### config.mk
export PLATFORM = sky130hd
export DESIGN_NAME = buffer_fill_throttle_top
export DESIGN_NICKNAME = d
export VERILOG_FILES = /design/src/rtl/bft_pkg.sv /design/src/rtl/buffer_fill_throttle_top.sv
export SDC_FILE = /design/constraint.sdc
export NUM_CORES = 1
export LEC_CHECK = 0
export BUFFER_PORTS_ARGS = -buffer_cell sky130_fd_sc_hd__buf_4
export CAP_MARGIN = 20
export CORE_MARGIN = 5
export CORE_UTILIZATION = 55
export CTS_CLUSTER_DIAMETER = 120
export DETAILED_ROUTE_END_ITERATION = 8
export HOLD_SLACK_MARGIN = 0.05
export PLACE_DENSITY = 0.72
export SLEW_MARGIN = 10
export SYNTH_ARGS = -nofsm -noshare
export SYNTH_HDL_FRONTEND = slang
export SYNTH_SLANG_ARGS = --single-unit
### constraint.sdc
create_clock -name clk_i -period 14.7 [get_ports clk_i]
set_input_delay 0 -clock clk_i [delete_from_list [all_inputs] [get_ports clk_i]]
set_output_delay 0 -clock clk_i [all_outputs]
set_load 0.05 [all_outputs]
### src/rtl/bft_pkg.sv
`default_nettype none

package bft_pkg;

  localparam int unsigned AddrW  = 32;
  localparam int unsigned CountW = 24;
  localparam int unsigned MsW    = 16;
  localparam int unsigned SleptW = 17;
  localparam int unsigned CfgW   = 24;

  localparam logic [CountW-1:0] MinWaterMark = CountW'(376);

  localparam logic [CountW-1:0] MaxWaterMarkRst = CountW'(200000);
  localparam logic [MsW-1:0]    TimeoutRst      = MsW'(100);
  localparam logic [MsW-1:0]    DataIntervalRst = MsW'(40);
  localparam logic [MsW-1:0]    SleepStepRst    = MsW'(20);

  typedef enum logic [1:0] {
    CFG_MAX_WATER_MARK = 2'd0,
    CFG_TIMEOUT        = 2'd1,
    CFG_DATA_INTERVAL  = 2'd2,
    CFG_SLEEP_STEP     = 2'd3
  } cfg_idx_e;

  typedef enum logic [2:0] {
    MODE_READY = 3'b001,
    MODE_SLEEP = 3'b010,
    MODE_WRAP  = 3'b100
  } mode_e;

  localparam logic FUNC_FILL    = 1'b0;
  localparam logic FUNC_RESTART = 1'b1;

endpackage

`default_nettype wire

### src/rtl/buffer_fill_throttle_top.sv
// path: a request is held in the input register, then its result in the result register
// throughput: one request per cycle; a stalled result holds the input register and tready
// the state update (mode, watermark, median taps) is one combinational pass per request
// reset: asynchronous, active low; mode ready, low watermark and registers at defaults,
// median taps invalid, both stream sides empty
`default_nettype none

module buffer_fill_throttle_top (
  input  wire logic        clk_i,
  input  wire logic        rst_ni,
  // config write port
  input  wire logic        cfg_we_i,
  input  wire logic [1:0]  cfg_idx_i,
  input  wire logic [23:0] cfg_data_i,
  // request stream
  input  wire logic        s_axis_tvalid_i,
  output logic             s_axis_tready_o,
  input  wire logic [55:0] s_axis_tdata_i,   // [31:0] buf_addr, [55:32] fill_count
  input  wire logic [0:0]  s_axis_tuser_i,   // [0] func
  // result stream
  output logic             m_axis_tvalid_o,
  input  wire logic        m_axis_tready_i,
  output logic [7:0]       m_axis_tdata_o    // [0] may_process, [1] sleep_request, rest zero
);

  localparam int unsigned AW = bft_pkg::AddrW;
  localparam int unsigned CW = bft_pkg::CountW;
  localparam int unsigned MW = bft_pkg::MsW;
  localparam int unsigned SW = bft_pkg::SleptW;

  // configuration registers
  logic [CW-1:0] max_wm_q;
  logic [MW-1:0] timeout_q, data_int_q, step_q;

  always_ff @(posedge clk_i or negedge rst_ni) begin
    if (!rst_ni) begin
      max_wm_q   <= bft_pkg::MaxWaterMarkRst;
      timeout_q  <= bft_pkg::TimeoutRst;
      data_int_q <= bft_pkg::DataIntervalRst;
      step_q     <= bft_pkg::SleepStepRst;
    end else if (cfg_we_i) begin
      unique case (bft_pkg::cfg_idx_e'(cfg_idx_i))
        bft_pkg::CFG_MAX_WATER_MARK: max_wm_q   <= cfg_data_i[CW-1:0];
        bft_pkg::CFG_TIMEOUT:        timeout_q  <= cfg_data_i[MW-1:0];
        bft_pkg::CFG_DATA_INTERVAL:  data_int_q <= cfg_data_i[MW-1:0];
        bft_pkg::CFG_SLEEP_STEP:     step_q     <= cfg_data_i[MW-1:0];
        default: ;
      endcase
    end
  end

  // input register and result register handshake
  logic          in_vld_q, out_vld_q;
  logic          func_q;
  logic [AW-1:0] addr_q;
  logic [CW-1:0] count_q;
  logic          may_q, slp_q;
  logic          out_free, adv;

  assign out_free        = !out_vld_q || m_axis_tready_i;
  assign adv             = in_vld_q && out_free;
  assign s_axis_tready_o = !in_vld_q || out_free;

  always_ff @(posedge clk_i or negedge rst_ni) begin
    if (!rst_ni) begin
      in_vld_q <= 1'b0;
    end else if (s_axis_tready_o) begin
      in_vld_q <= s_axis_tvalid_i;
    end
  end

  always_ff @(posedge clk_i) begin
    if (s_axis_tready_o && s_axis_tvalid_i) begin
      addr_q  <= s_axis_tdata_i[AW-1:0];
      count_q <= s_axis_tdata_i[AW+CW-1:AW];
      func_q  <= s_axis_tuser_i[0];
    end
  end

  // block state
  bft_pkg::mode_e mode_q, mode_d;
  logic [CW-1:0]  low_water_q, low_water_d;
  logic [CW-1:0]  prev_count_q, prev_count_d;
  logic [AW-1:0]  prev_addr_q, prev_addr_d;
  logic [SW-1:0]  slept_q, slept_d;
  logic [CW-1:0]  tap_one_q, tap_one_d, tap_two_q, tap_two_d;
  logic [1:0]     taps_valid_q, taps_valid_d;
  logic           may_d, slp_d;

  // arithmetic on the registered request
  logic [MW-1:0]   interval;
  logic [SW:0]     slept_sum;
  logic [SW-1:0]   slept_sat;
  logic [CW+1:0]   growth;
  logic            grow_gt_max;
  logic [CW+1:0]   lw_upper;
  logic [CW-1:0]   lw_clip;
  logic [CW-1:0]   med_lo, med_mid, med_hi, med_out;
  logic [AW:0]     end_now, end_prev;
  logic            unchanged, relearn;

  always_comb begin
    interval    = (data_int_q < timeout_q) ? data_int_q : timeout_q;
    slept_sum   = {1'b0, slept_q} + {{(SW+1-MW){1'b0}}, step_q};
    slept_sat   = slept_sum[SW] ? {SW{1'b1}} : slept_sum[SW-1:0];
    growth      = {2'b00, count_q} - {2'b00, prev_count_q};
    grow_gt_max = $signed(growth) > $signed({2'b00, max_wm_q});
    lw_upper    = grow_gt_max ? {2'b00, max_wm_q} : growth;
    // lower clip last, so it wins over a small max_water_mark
    lw_clip     = ($signed(lw_upper) < $signed({2'b00, bft_pkg::MinWaterMark}))
                  ? bft_pkg::MinWaterMark : lw_upper[CW-1:0];
    // three-tap median
    med_lo      = (lw_clip < tap_one_q) ? lw_clip : tap_one_q;
    med_hi      = (lw_clip > tap_one_q) ? lw_clip : tap_one_q;
    med_mid     = (med_lo > tap_two_q) ? med_lo : tap_two_q;
    med_out     = (taps_valid_q == 2'b11) ? ((med_mid < med_hi) ? med_mid : med_hi)
                                          : lw_clip;
    end_now     = {1'b0, addr_q} + {{(AW+1-CW){1'b0}}, count_q};
    end_prev    = {1'b0, prev_addr_q} + {{(AW+1-CW){1'b0}}, prev_count_q};
    unchanged   = (count_q == prev_count_q) && (addr_q == prev_addr_q);
    relearn     = (slept_sat >= {1'b0, timeout_q}) || grow_gt_max;
  end

  always_comb begin
    mode_d       = mode_q;
    low_water_d  = low_water_q;
    prev_count_d = prev_count_q;
    prev_addr_d  = prev_addr_q;
    slept_d      = slept_q;
    tap_one_d    = tap_one_q;
    tap_two_d    = tap_two_q;
    taps_valid_d = taps_valid_q;
    may_d        = 1'b0;
    slp_d        = 1'b0;
    if (func_q == bft_pkg::FUNC_RESTART) begin
      mode_d       = bft_pkg::MODE_READY;
      low_water_d  = max_wm_q;
      taps_valid_d = 2'b00;
    end else begin
      unique case (mode_q)
        bft_pkg::MODE_SLEEP: begin
          slept_d = slept_sat;
          if ((slept_sat >= {1'b0, interval}) && unchanged) begin
            mode_d = bft_pkg::MODE_WRAP;
            may_d  = 1'b1;
          end else begin
            if (relearn) begin
              low_water_d  = med_out;
              tap_two_d    = tap_one_q;
              tap_one_d    = lw_clip;
              taps_valid_d = {taps_valid_q[0], 1'b1};
              mode_d       = bft_pkg::MODE_READY;
            end
            slp_d = 1'b1;
          end
        end
        bft_pkg::MODE_WRAP: begin
          if (end_now != end_prev) begin
            mode_d = bft_pkg::MODE_READY;
          end else begin
            prev_addr_d  = addr_q;
            prev_count_d = count_q;
            may_d        = 1'b1;
          end
        end
        default: begin
          if (count_q < low_water_q) begin
            prev_count_d = count_q;
            prev_addr_d  = addr_q;
            mode_d       = bft_pkg::MODE_SLEEP;
            slept_d      = '0;
            slp_d        = 1'b1;
          end else begin
            may_d = 1'b1;
          end
        end
      endcase
    end
  end

  always_ff @(posedge clk_i or negedge rst_ni) begin
    if (!rst_ni) begin
      mode_q       <= bft_pkg::MODE_READY;
      low_water_q  <= bft_pkg::MaxWaterMarkRst;
      prev_count_q <= '0;
      prev_addr_q  <= '0;
      slept_q      <= '0;
      tap_one_q    <= '0;
      tap_two_q    <= '0;
      taps_valid_q <= 2'b00;
      out_vld_q    <= 1'b0;
    end else begin
      if (adv) begin
        mode_q       <= mode_d;
        low_water_q  <= low_water_d;
        prev_count_q <= prev_count_d;
        prev_addr_q  <= prev_addr_d;
        slept_q      <= slept_d;
        tap_one_q    <= tap_one_d;
        tap_two_q    <= tap_two_d;
        taps_valid_q <= taps_valid_d;
      end
      if (out_free) begin
        out_vld_q <= in_vld_q;
      end
    end
  end

  always_ff @(posedge clk_i) begin
    if (adv) begin
      may_q <= may_d;
      slp_q <= slp_d;
    end
  end

  assign m_axis_tvalid_o = out_vld_q;
  assign m_axis_tdata_o  = {6'b000000, slp_q, may_q};

  // a result never asks to both process and sleep
  assert property (@(posedge clk_i) disable iff (!rst_ni)
    out_vld_q |-> !(may_q && slp_q))
    else $error("result has both may_process and sleep_request");

  // the second tap is only valid once the first one is
  assert property (@(posedge clk_i) disable iff (!rst_ni)
    taps_valid_q[1] |-> taps_valid_q[0])
    else $error("median tap valid bits out of order");

  // a pending request always reaches the result register when it is free
  assert property (@(posedge clk_i) disable iff (!rst_ni)
    adv |=> out_vld_q)
    else $error("request lost between input and result register");

  // a fill request that asks for sleep from ready mode enters sleep mode
  assert property (@(posedge clk_i) disable iff (!rst_ni)
    (adv && (func_q == bft_pkg::FUNC_FILL) && (mode_q == bft_pkg::MODE_READY) && slp_d)
    |=> (mode_q == bft_pkg::MODE_SLEEP))
    else $error("sleep request from ready mode did not enter sleep");

endmodule

`default_nettype wire

; ---- Word level (Yosys, flattened, before mapping)
; Index checks and enable logic that the tools add are counted.
[word_totals]
inputBits = 88
elab_cells = 112
ff_bits = 283
[op_classes]
eq_ne = 13
n_addsub = 4
bitwise = 4
muxes = 38
n_reduce_logical = 24
n_lt_le_gt_ge = 10
[op_table]
columns = cell, n
row1 = 24-bit 2-to-1 mux, 12
row2 = 24-bit < comparator, 3
row3 = 32-bit by 24-bit adder with 33-bit output, 2
row4 = 32-bit 2-to-1 mux, 2
row5 = 32-bit one-hot mux with 2 select lines, 1
row6 = 24-bit > comparator, 2
row7 = 24-bit one-hot mux with 2 select lines, 1
row8 = 17-bit by 16-bit >= comparator with 1-bit output, 2
row9 = 17-bit 2-to-1 mux, 2
row10 = 17-bit one-hot mux with 2 select lines, 1
row11 = 33-bit inequality test, 1
row12 = 32-bit equality test, 1
row13 = 26-bit by 10-bit < comparator with 1-bit output (second input constant), 1
row14 = 26-bit 2-to-1 mux, 1
row15 = 25-bit > comparator, 1
row16 = 24-bit by 24-bit subtractor with 25-bit output, 1
row17 = 24-bit equality test, 1
row18 = 17-bit by 16-bit adder with 18-bit output, 1
row19 = 16-bit < comparator, 1
row20 = 16-bit 2-to-1 mux, 1
row21 = 3-bit 2-to-1 mux, 5
row22 = 4-bit AND reduction, 3
row23 = 5-bit AND reduction, 2
row24 = 2-bit 2-to-1 mux, 4
row25 = other kinds (18), 41

; ---- Logic depth before layout (Yosys ltp)
; Gate-level depths: netlist (run 1).
[logic_depth]
word_depth = 16
mapped_depth = 58
mapped_depth_nobuf = 51

; ---- Least setup slack after synthesis (run 1)
; Ideal clock, no wire load.
[synth_path]
path_kind = register -> register
startpoint = reg count_q[0]
endpoint = reg low_water_q[10]
n_path_buf = 8
setup_ns = 0.091
arrival_time_ns = 11.251
path_stages_with_launch = 57
slack_ns = 3.359
path_cell_list = edfxtp_1 -> inv_1 -> ha_1 -> fa_1 -> nor2b_1 -> o211a_1 -> a211oi_2 -> o211a_1 -> o31a_1 -> xor2_1 -> inv_1 -> ha_1 -> a21o_1 -> a21oi_1 -> o221ai_1 -> o21ai_0 -> o21ba_2 -> buf_2 -> [21 not listed] -> o21ai_0 -> and2_1 -> clkbuf_1 -> clkbuf_1 -> clkbuf_1 -> nor2_1 -> a21o_1 -> ha_1 -> a21o_1 -> a21o_1 -> a21oi_1 -> o21ai_0 -> a21oi_1 -> nand2b_1 -> o31a_1 -> clkbuf_1 -> o221ai_1 -> o31ai_1
[synth_via]
elab_chain_cells = 16
[synth_lines]
columns = item, line_no
row1 = start: declaration, buffer_fill_throttle_top.sv:56  ; logic [CW-1:0] count_q;
row2 = start signal: assignment, buffer_fill_throttle_top.sv:75  ; count_q <= s_axis_tdata_i[AW+CW-1:AW];
row3 = 24-bit by 24-bit subtractor with 25-bit output *, buffer_fill_throttle_top.sv:106  ; growth = {2'b00, count_q} - {2'b00, prev_count_q};
row4 = 25-bit > comparator, buffer_fill_throttle_top.sv:107  ; grow_gt_max = $signed(growth) > $signed({2'b00, max_wm_q});
row5 = 26-bit 2-to-1 mux *, buffer_fill_throttle_top.sv:108  ; lw_upper = grow_gt_max ? {2'b00, max_wm_q} : growth;
row6 = 26-bit by 10-bit < comparator with 1-bit output, buffer_fill_throttle_top.sv:110  ; lw_clip = ($signed(lw_upper) < $signed({2'b00, bft_pkg::MinWaterMark}))
row7 = 24-bit 2-to-1 mux *, buffer_fill_throttle_top.sv:111  ; ? bft_pkg::MinWaterMark : lw_upper[CW-1:0];
row8 = via lw_clip[10], buffer_fill_throttle_top.sv:97  ; logic [CW-1:0] lw_clip;
row9 = 24-bit < comparator, buffer_fill_throttle_top.sv:113  ; med_lo = (lw_clip < tap_one_q) ? lw_clip : tap_one_q;
row10 = 24-bit 2-to-1 mux, buffer_fill_throttle_top.sv:113
row11 = 24-bit > comparator, buffer_fill_throttle_top.sv:115  ; med_mid = (med_lo > tap_two_q) ? med_lo : tap_two_q;
row12 = 24-bit 2-to-1 mux, buffer_fill_throttle_top.sv:115
row13 = 24-bit < comparator, buffer_fill_throttle_top.sv:116  ; med_out = (taps_valid_q == 2'b11) ? ((med_mid < med_hi) ? med_mid : med_hi)
row14 = 24-bit 2-to-1 mux, buffer_fill_throttle_top.sv:116
row15 = 24-bit 2-to-1 mux *, buffer_fill_throttle_top.sv:116
row16 = 24-bit 2-to-1 mux *, buffer_fill_throttle_top.sv:147  ; if (relearn) begin
row17 = 24-bit 2-to-1 mux *, buffer_fill_throttle_top.sv:143  ; if ((slept_sat >= {1'b0, interval}) && unchanged) begin
row18 = 24-bit 2-to-1 mux *, buffer_fill_throttle_top.sv:140  ; unique case (mode_q)
row19 = 24-bit 2-to-1 mux *, buffer_fill_throttle_top.sv:135  ; if (func_q == bft_pkg::FUNC_RESTART) begin
row20 = end signal: assignment, buffer_fill_throttle_top.sv:184  ; low_water_q <= bft_pkg::MaxWaterMarkRst;
row21 = end signal: assignment, buffer_fill_throttle_top.sv:195  ; low_water_q <= low_water_d;
row22 = end: declaration, buffer_fill_throttle_top.sv:82  ; logic [CW-1:0] low_water_q, low_water_d;
; Mark *: on every way through the listed nets, which the timed path passes. The rest lies on a longest branch. The select of a mux whose other input is x is not followed.
; A chain may end at the register's enable or synchronous reset.

; ---- Worst setup path in the final report (run 1)
[layout_path]
startpoint = reg count_q[15]
endpoint = reg low_water_q[1]
[layout_via]
elab_chain_cells = 16
[layout_lines]
columns = item, line_no
row1 = 24-bit by 24-bit subtractor with 25-bit output *, buffer_fill_throttle_top.sv:106
row2 = 25-bit > comparator, buffer_fill_throttle_top.sv:107
row3 = 26-bit 2-to-1 mux *, buffer_fill_throttle_top.sv:108
row4 = 26-bit by 10-bit < comparator with 1-bit output, buffer_fill_throttle_top.sv:110
row5 = 24-bit 2-to-1 mux *, buffer_fill_throttle_top.sv:111
row6 = via lw_clip[10], buffer_fill_throttle_top.sv:97
row7 = 24-bit < comparator, buffer_fill_throttle_top.sv:113
row8 = 24-bit 2-to-1 mux, buffer_fill_throttle_top.sv:113
row9 = 24-bit > comparator, buffer_fill_throttle_top.sv:115
row10 = 24-bit 2-to-1 mux, buffer_fill_throttle_top.sv:115
row11 = 24-bit < comparator, buffer_fill_throttle_top.sv:116
row12 = 24-bit 2-to-1 mux * (2 in a row), buffer_fill_throttle_top.sv:116
row13 = 24-bit 2-to-1 mux *, buffer_fill_throttle_top.sv:147
row14 = 24-bit 2-to-1 mux *, buffer_fill_throttle_top.sv:143
row15 = 24-bit 2-to-1 mux *, buffer_fill_throttle_top.sv:140
row16 = 24-bit 2-to-1 mux *, buffer_fill_throttle_top.sv:135
; Marks and branches as above.

==> flow_summary_export.csv, run 1 <==
group,metric,value,unit
run_status,status,"finished, final reports clean",
critical_path,rrSetupSlack,0.94,ns
drt,detail_route.drc_violations,0,
sta,max_slew.worst_pin.slew,1.133,ns
sta,period_share,0.9361,
run,drv_cap,0,
synthesis,async_flop_share,0.7915,
drt,num_vias,22340,
layout,multi_input_area,15550,sq um
synthesis,synth_cells,2756,
critical_path,rr_worst_depth,47,
power,fin_total_pwr,0.005464,W
synthesis,yosysTopAreaCellShare,0.2122,
floorplan,die-area,48030,sq um
critical_path,cp-start-kind,"register",
drt,postRouteAntennaNets,0,
clock_tree,clk_latency,0.57,ns
place,place_congestion,0.9805,
sta,hold_viol_final,0,
drt,wl_per_cell,22.75,um
sta,slew_headroom,0.2425,
critical_path,timing.critical_path.mode_cell,"a21o_1",
synthesis,ys_ff_latch,283,
power,switching_share,0.4759,
synthesis,yosys.area.top_type,"dfrtp_1",
synthesis,syn_avg_cell_area,8.730,sq um
layout,layout.nets,3231,
clock_tree,clock-sinks,283,
critical_path,r2r-end,"low_water_q[1]",
floorplan,io_pins,98,
critical_path,critPathMaxFanout,31,
place,dp_cells,3334,
power,p_leak,12.08,nW
power,pwr-share-comb,0.613,
floorplan,rows,76,
clock_tree,cts-root-buf,"clkbuf_16",
drt,dr.pass1.iters,6,
sta,rsz0062_at_grt,"no",
power,seqPwrFrac,0.224,
floorplan,die_x,219.2,um
global_routing,grt_pass1_vias,21900,
floorplan,die_height,219.2,um
critical_path,path_delay_family,"compound AO/OA/AOI/OAI gates",
power,p_sw,0.002600,W
sta,layout_min_cycle_time,13.76,ns
synthesis,synth_cell_types,98,
critical_path,cp_num_buf_inv,2,
synthesis,yosys_warnings,0,
sta,fmax,72.67,MHz
sta,setup_viol,0,
layout,stdcell_count,3502,
synthesis,yosysMostFrequentCell,"nand2_1",
drt,drtIter0Drc,2115,
layout,synthToLayoutAreaGrowth,13.69,%
min_path,hold_path.class,"in -> async",
global_routing,grt_pass1_wl,123400,um
synthesis,synthTopCellsByArea,"dfrtp_1 21%, ha_1 13%, edfxtp_1 7.4%, nand2_1 5.2%, mux2_2 4.2%",
critical_path,required,15.19,ns
clock_tree,htree_num_levels,2,
global_routing,gr-usage-all-layers,0.3243,
floorplan,initial_core_util,0.5573,
critical_path,worstSetupStartpoint,"count_q[15]",
floorplan,coreArea,43170,sq um
drt,vias_per_cell,6.378,
synthesis,syn_area,24060,sq um
place,port_buffers,91,
synthesis,ys_seq_area_frac,0.3076,
layout,regArea,7402,sq um
global_routing,gr-total-overflow,0,
layout,fillCellCount,3733,
synthesis,synth_commonest_cells,"333 x nand2_1, 253 x ha_1, 204 x dfrtp_1",
sta,drv_slew,0,
global_routing,grt_max_degree,120,
synthesis,synth_ff_type,"dfrtp_1",
drt,drt-total-wl,79660,um
layout,drive_above_1_share,0.1149,
sta,fin_skew,0.02412,ns
critical_path,slowest_delay,0.59,ns
critical_path,crit_arrival,14.25,ns
power,power_density,199.7,nW/um^2
clock_tree,cts_buffers,37,
global_routing,antenna_found_initial,2,
synthesis,synth_edf_count,59,
power,clockPowerShare,0.163,
critical_path,endpoint_kind,"register",
critical_path,critPathKind,"reg -> reg",
place,dp_hpwl,59050,um
clock_tree,cts_buffer_depth,3,
sta,fin_setup_tns,0,ns
clock_tree,cts_tree,"done",
clock_tree,clk_pin_slew,0.06,ns
critical_path,cp_slowest_cell,"o31a_1",
power,vdd_drop_max,0.1493,mV
power,internal_power,0.002864,W
critical_path,reg2reg_from,"count_q[15]",
==> cells by family (layout without fill, tap and decap cells) <==
group	count (synthesis)	count (layout)	synth area share
fa+ha+maj	257	257	0.1349
other cells	1	8	0.0001559
xor+xnor	129	129	0.04696
compound gates	802	802	0.2334
simple gates	857	858	0.1703
flops	283	283	0.3076
buf+inv	302	455	0.04956
mux	125	125	0.05705
==> registers in the layout, summed over array words and instances (netlist names), 2 cells and up <==
name and flops:
addr_q 32, taps_valid_q 2, prev_count_q 24, data_int_q 16, tap_one_q 24, prev_addr_q 32
step_q 16, tap_two_q 24, count_q 24, max_wm_q 24, mode_q 3, timeout_q 16
slept_q 17, low_water_q 24
==> metrics by stage <==
step / util / hold WS, ns / instance area [sq um] / worst slack, ns
global placement: 0.5838 / 0.1399 / 25200 / 1.266
global route: 0.6336 / 0.1550 / 27360 / 0.1063
detailed placement: 0.5838 / 0.1455 / 25200 / 1.045
finish: 0.6336 / 0.1088 / 27360 / 0.9388
floorplan: - / -0.2956 / 24080 / 3.359
CTS: 0.6329 / 0.1282 / 27320 / 1.005
==> placed cells by master (no fill, tap or decap), types with 34 or more instances in the layout <==
master	count
xnor2_1	69
buf_4	114
ha_1	253
clkbuf_16	37
mux2_2	90
nor2_1	166
dlygate4sd3_1	95
o311ai_0	44
a221oi_1	34
dfrtp_1	204
and2_1	72
nand3_1	45
a21oi_1	138
o31ai_1	40
nand2_1	333
nand4_1	44
edfxtp_1	59
inv_1	175
a21o_1	82
xor2_1	60
o21ai_0	164
==> final cells by class <==
type,count,area share
diodes,2,0.0001830
clock inverters,13,0.003796
multi-input cells,2177,0.5684
inverters,176,0.02424
clock buffers,55,0.03888
flip-flops and latches,283,0.2706
well taps,585,0.02676
repair buffers,211,0.06715
==> worst max path at each step <==
stage | slack, ns | depth (start not counted) | endpoint
2_1_floorplan | 3.36 | 56 | low_water_q[10]
3_3_place_gp | 1.27 | 47 | low_water_q[1]
6_report | 0.94 | 47 | low_water_q[1]
5_1_grt | 0.11 | 47 | low_water_q[1]
4_1_cts | 1.00 | 47 | low_water_q[23]
3_5_place_dp | 1.04 | 47 | low_water_q[23]
==> worst reg2reg max path, delay by kind of cell (launching register included) <==
family / cells / cell delay, ns
AOI/OAI and AO/OA: 30 / 7.56
and+or+nand+nor: 8 / 2.64
adders and majority gates: 5 / 1.75
DFF: 1 / 0.53
buffers and inverters: 2 / 0.43
xor gates and xnor gates: 1 / 0.41
muxes: 1 / 0.34
==> power groups by stage <==
stage          sequential, W  clock (W)  combinational, W
2_1_floorplan        0.00115          0           0.00243
3_3_place_gp         0.00122          0           0.00316
3_5_place_dp         0.00123          0           0.00323
4_1_cts              0.00122   0.000902           0.00328
5_1_grt              0.00124   0.000938           0.00369
6_report             0.00122   0.000890           0.00335
==> timing repair <==
action	in CTS	in global routing
endpoints found under the hold margin	238	0
gates resized for setup	0	0
setup buffers	0	0
endpoints found under the setup margin	0	3
hold buffers	95	0
==> routing by layer <==
| layer | part of all wire | global-route usage | vias up |
|---|---|---|---|
| li1 | - | - | 10440 |
| met2 | 0.46 | 0.5286 | 825 |
| met4 | 0.052 | 0.1562 | 0 |
| met5 | 0 | 0 | - |
| met1 | 0.43 | 0.4308 | 10880 |
| met3 | 0.057 | 0.03890 | 200 |
Power figures use the tool's default switching activity.
==> run 2, diff against run 1 <==
- PLACE_DENSITY: 0.72 -> 0.73
==> flow_summary_export.csv, run 2 (synthesis gave the netlist of run 1 again) <==
group,metric,value,unit
run_status,status,"finished, final reports clean",
critical_path,crit_arrival,14.11,ns
drt,vias_per_cell,6.343,
power,power_density,202.3,nW/um^2
clock_tree,cts_buffer_depth,3,
sta,worst_slack,1.082,ns
layout,n_antenna_cell,0,
floorplan,die_x,219.2,um
clock_tree,cts-root-buf,"clkbuf_16",
global_routing,grt_pass1_vias,21860,
global_routing,grt_pass1_wl,120900,um
sta,fmax,73.43,MHz
place,placed_area,25210,sq um
drt,drt-total-wl,77830,um
floorplan,io_pins,98,
layout,final_cell_mix,"332 x nand2_1, 253 x ha_1, 204 x dfrtp_1, 175 x inv_1, 166 x nor2_1",
global_routing,antenna_found_initial,0,
layout,layout.nets,3232,
clock_tree,clk_latency,0.57,ns
critical_path,cp-start-kind,"register",
critical_path,required,15.19,ns
global_routing,gr-total-overflow,0,
clock_tree,clock-sinks,283,
layout,synthToLayoutAreaGrowth,14.44,%
critical_path,timing.critical_path.mode_cell,"a21o_1",
critical_path,critPathMaxFanout,31,
floorplan,die-area,48030,sq um
layout,multi_input_area,15540,sq um
sta,max_slew.worst_pin.slew,1.123,ns
sta,period_share,0.9264,
place,port_buffers,91,
run,drv_cap,0,
drt,detail_route.drc_violations,0,
place,place_congestion,0.9940,
sta,hold_viol_final,0,
floorplan,rows,76,
critical_path,critPathKind,"reg -> reg",
layout,drive_above_1_share,0.1156,
floorplan,coreArea,43170,sq um
place,dp_slack,1.353,ns
critical_path,cp_slowest_cell,"o31a_1",
layout,final_common_cell,"nand2_1",
layout,design_area,27540,sq um
drt,postRouteAntennaNets,0,
sta,setup_viol,0,
drt,num_vias,22200,
power,p_leak,12.16,nW
clock_tree,cts_buffers,37,
min_path,hold_path.class,"in -> async",
sta,drv_slew,0,
clock_tree,post_cts_buffers,0,
place,dp_cells,3334,
power,vdd_drop_max,0.1426,mV
sta,layout_min_cycle_time,13.62,ns
layout,reg.largest.list,"addr_q: 32 flops, prev_addr_q: 32 flops",
critical_path,slowest_delay,0.62,ns
place,dp_hpwl,57880,um
global_routing,gr-usage-all-layers,0.3162,
drt,drtIter0Drc,1962,
drt,dr.pass1.iters,6,
drt,wl_per_cell,22.24,um
critical_path,endpoint_kind,"register",
floorplan,initial_core_util,0.5573,
clock_tree,clk_pin_slew,0.06,ns
sta,rsz0062_at_grt,"no",
layout,stdcell_count,3500,
sta,slew_headroom,0.2492,
clock_tree,htree_num_levels,2,
floorplan,die_height,219.2,um
sta,fin_setup_tns,0,ns
layout,fillCellCount,3685,
sta,fin_skew,0.01983,ns
layout,fin_util,0.6378,
global_routing,grt_max_degree,120,
clock_tree,cts_tree,"done",
layout,regArea,7402,sq um
## run 2: cell count changes in the layout (fill, tap and decap cells not counted), sizes merged
cell	before	now
bufinv	0	9
clkbuf	55	42
clkinv	10	13
diode	2	0
dlygate4sd3	95	97
nor2	168	167
## run 2: worst paths after layout
path                                   start              end  slack (ns)  cells past startpoint
min in group clk_i         s_axis_tdata_i[1]        addr_q[1]        0.15                      2
hold reg to reg                   slept_q[0]       slept_q[0]        0.50                      2
setup / recovery                  count_q[0]   low_water_q[1]        1.08                     49
max in group asynchronous             rst_ni     tap_one_q[9]       13.09                      3
hold / removal                        rst_ni  prev_addr_q[26]         0.1                      2
setup reg to reg                  count_q[0]   low_water_q[1]        1.08                     49
## run 2: where the power goes
part           internal [W]  switching, W
logic               0.00134       0.00200
registers           0.00102      0.000201
clock network      0.000628      0.000386
## run 2: layout make-up
class,count,share of cell area
multi-input combinational,2176,0.5645
timing repair buffer,213,0.06761
inverter,176,0.02408
clock buffer,42,0.03467
clock inverter,25,0.01368
sequential,283,0.2688
tap,585,0.02658
## run 2: per-layer routing
metal / track usage / vias up / routed length (um)
met3: 0.04980 / 200 / 4790
met5: 0 / - / 0
li1: - / 10440 / -
met4: 0.1331 / 0 / 3712
met2: 0.5255 / 877 / 36300
met1: 0.4118 / 10680 / 33030
## run 2: worst max-delay path: cells and delay by family, from the launching register on
kind / cells / cell delay (ns)
AO/OA/AOI/OAI: 32 / 7.91
adder cells (fa/ha/maj): 6 / 1.94
multiplexers: 1 / 0.32
flip-flops: 1 / 0.49
buffers and inverters: 3 / 0.50
AND/OR/NAND/NOR: 6 / 1.89
XOR/XNOR: 1 / 0.44
## run 2: repair_timing
item,in CTS,in global routing
endpoints found under the setup margin,0,0
endpoints found under the hold margin,222,0
hold buffers,97,0
resized for setup,0,0
## run 2: per-stage QoR
step / total power, W / hold WS, ns
2_1_floorplan: 0.003577 / -0.2956
3_3_place_gp: 0.004359 / 0.1026
3_5_place_dp: 0.004444 / 0.1095
4_1_cts: 0.005510 / 0.1069
5_1_grt: 0.005964 / 0.1392
6_report: 0.005570 / 0.09889
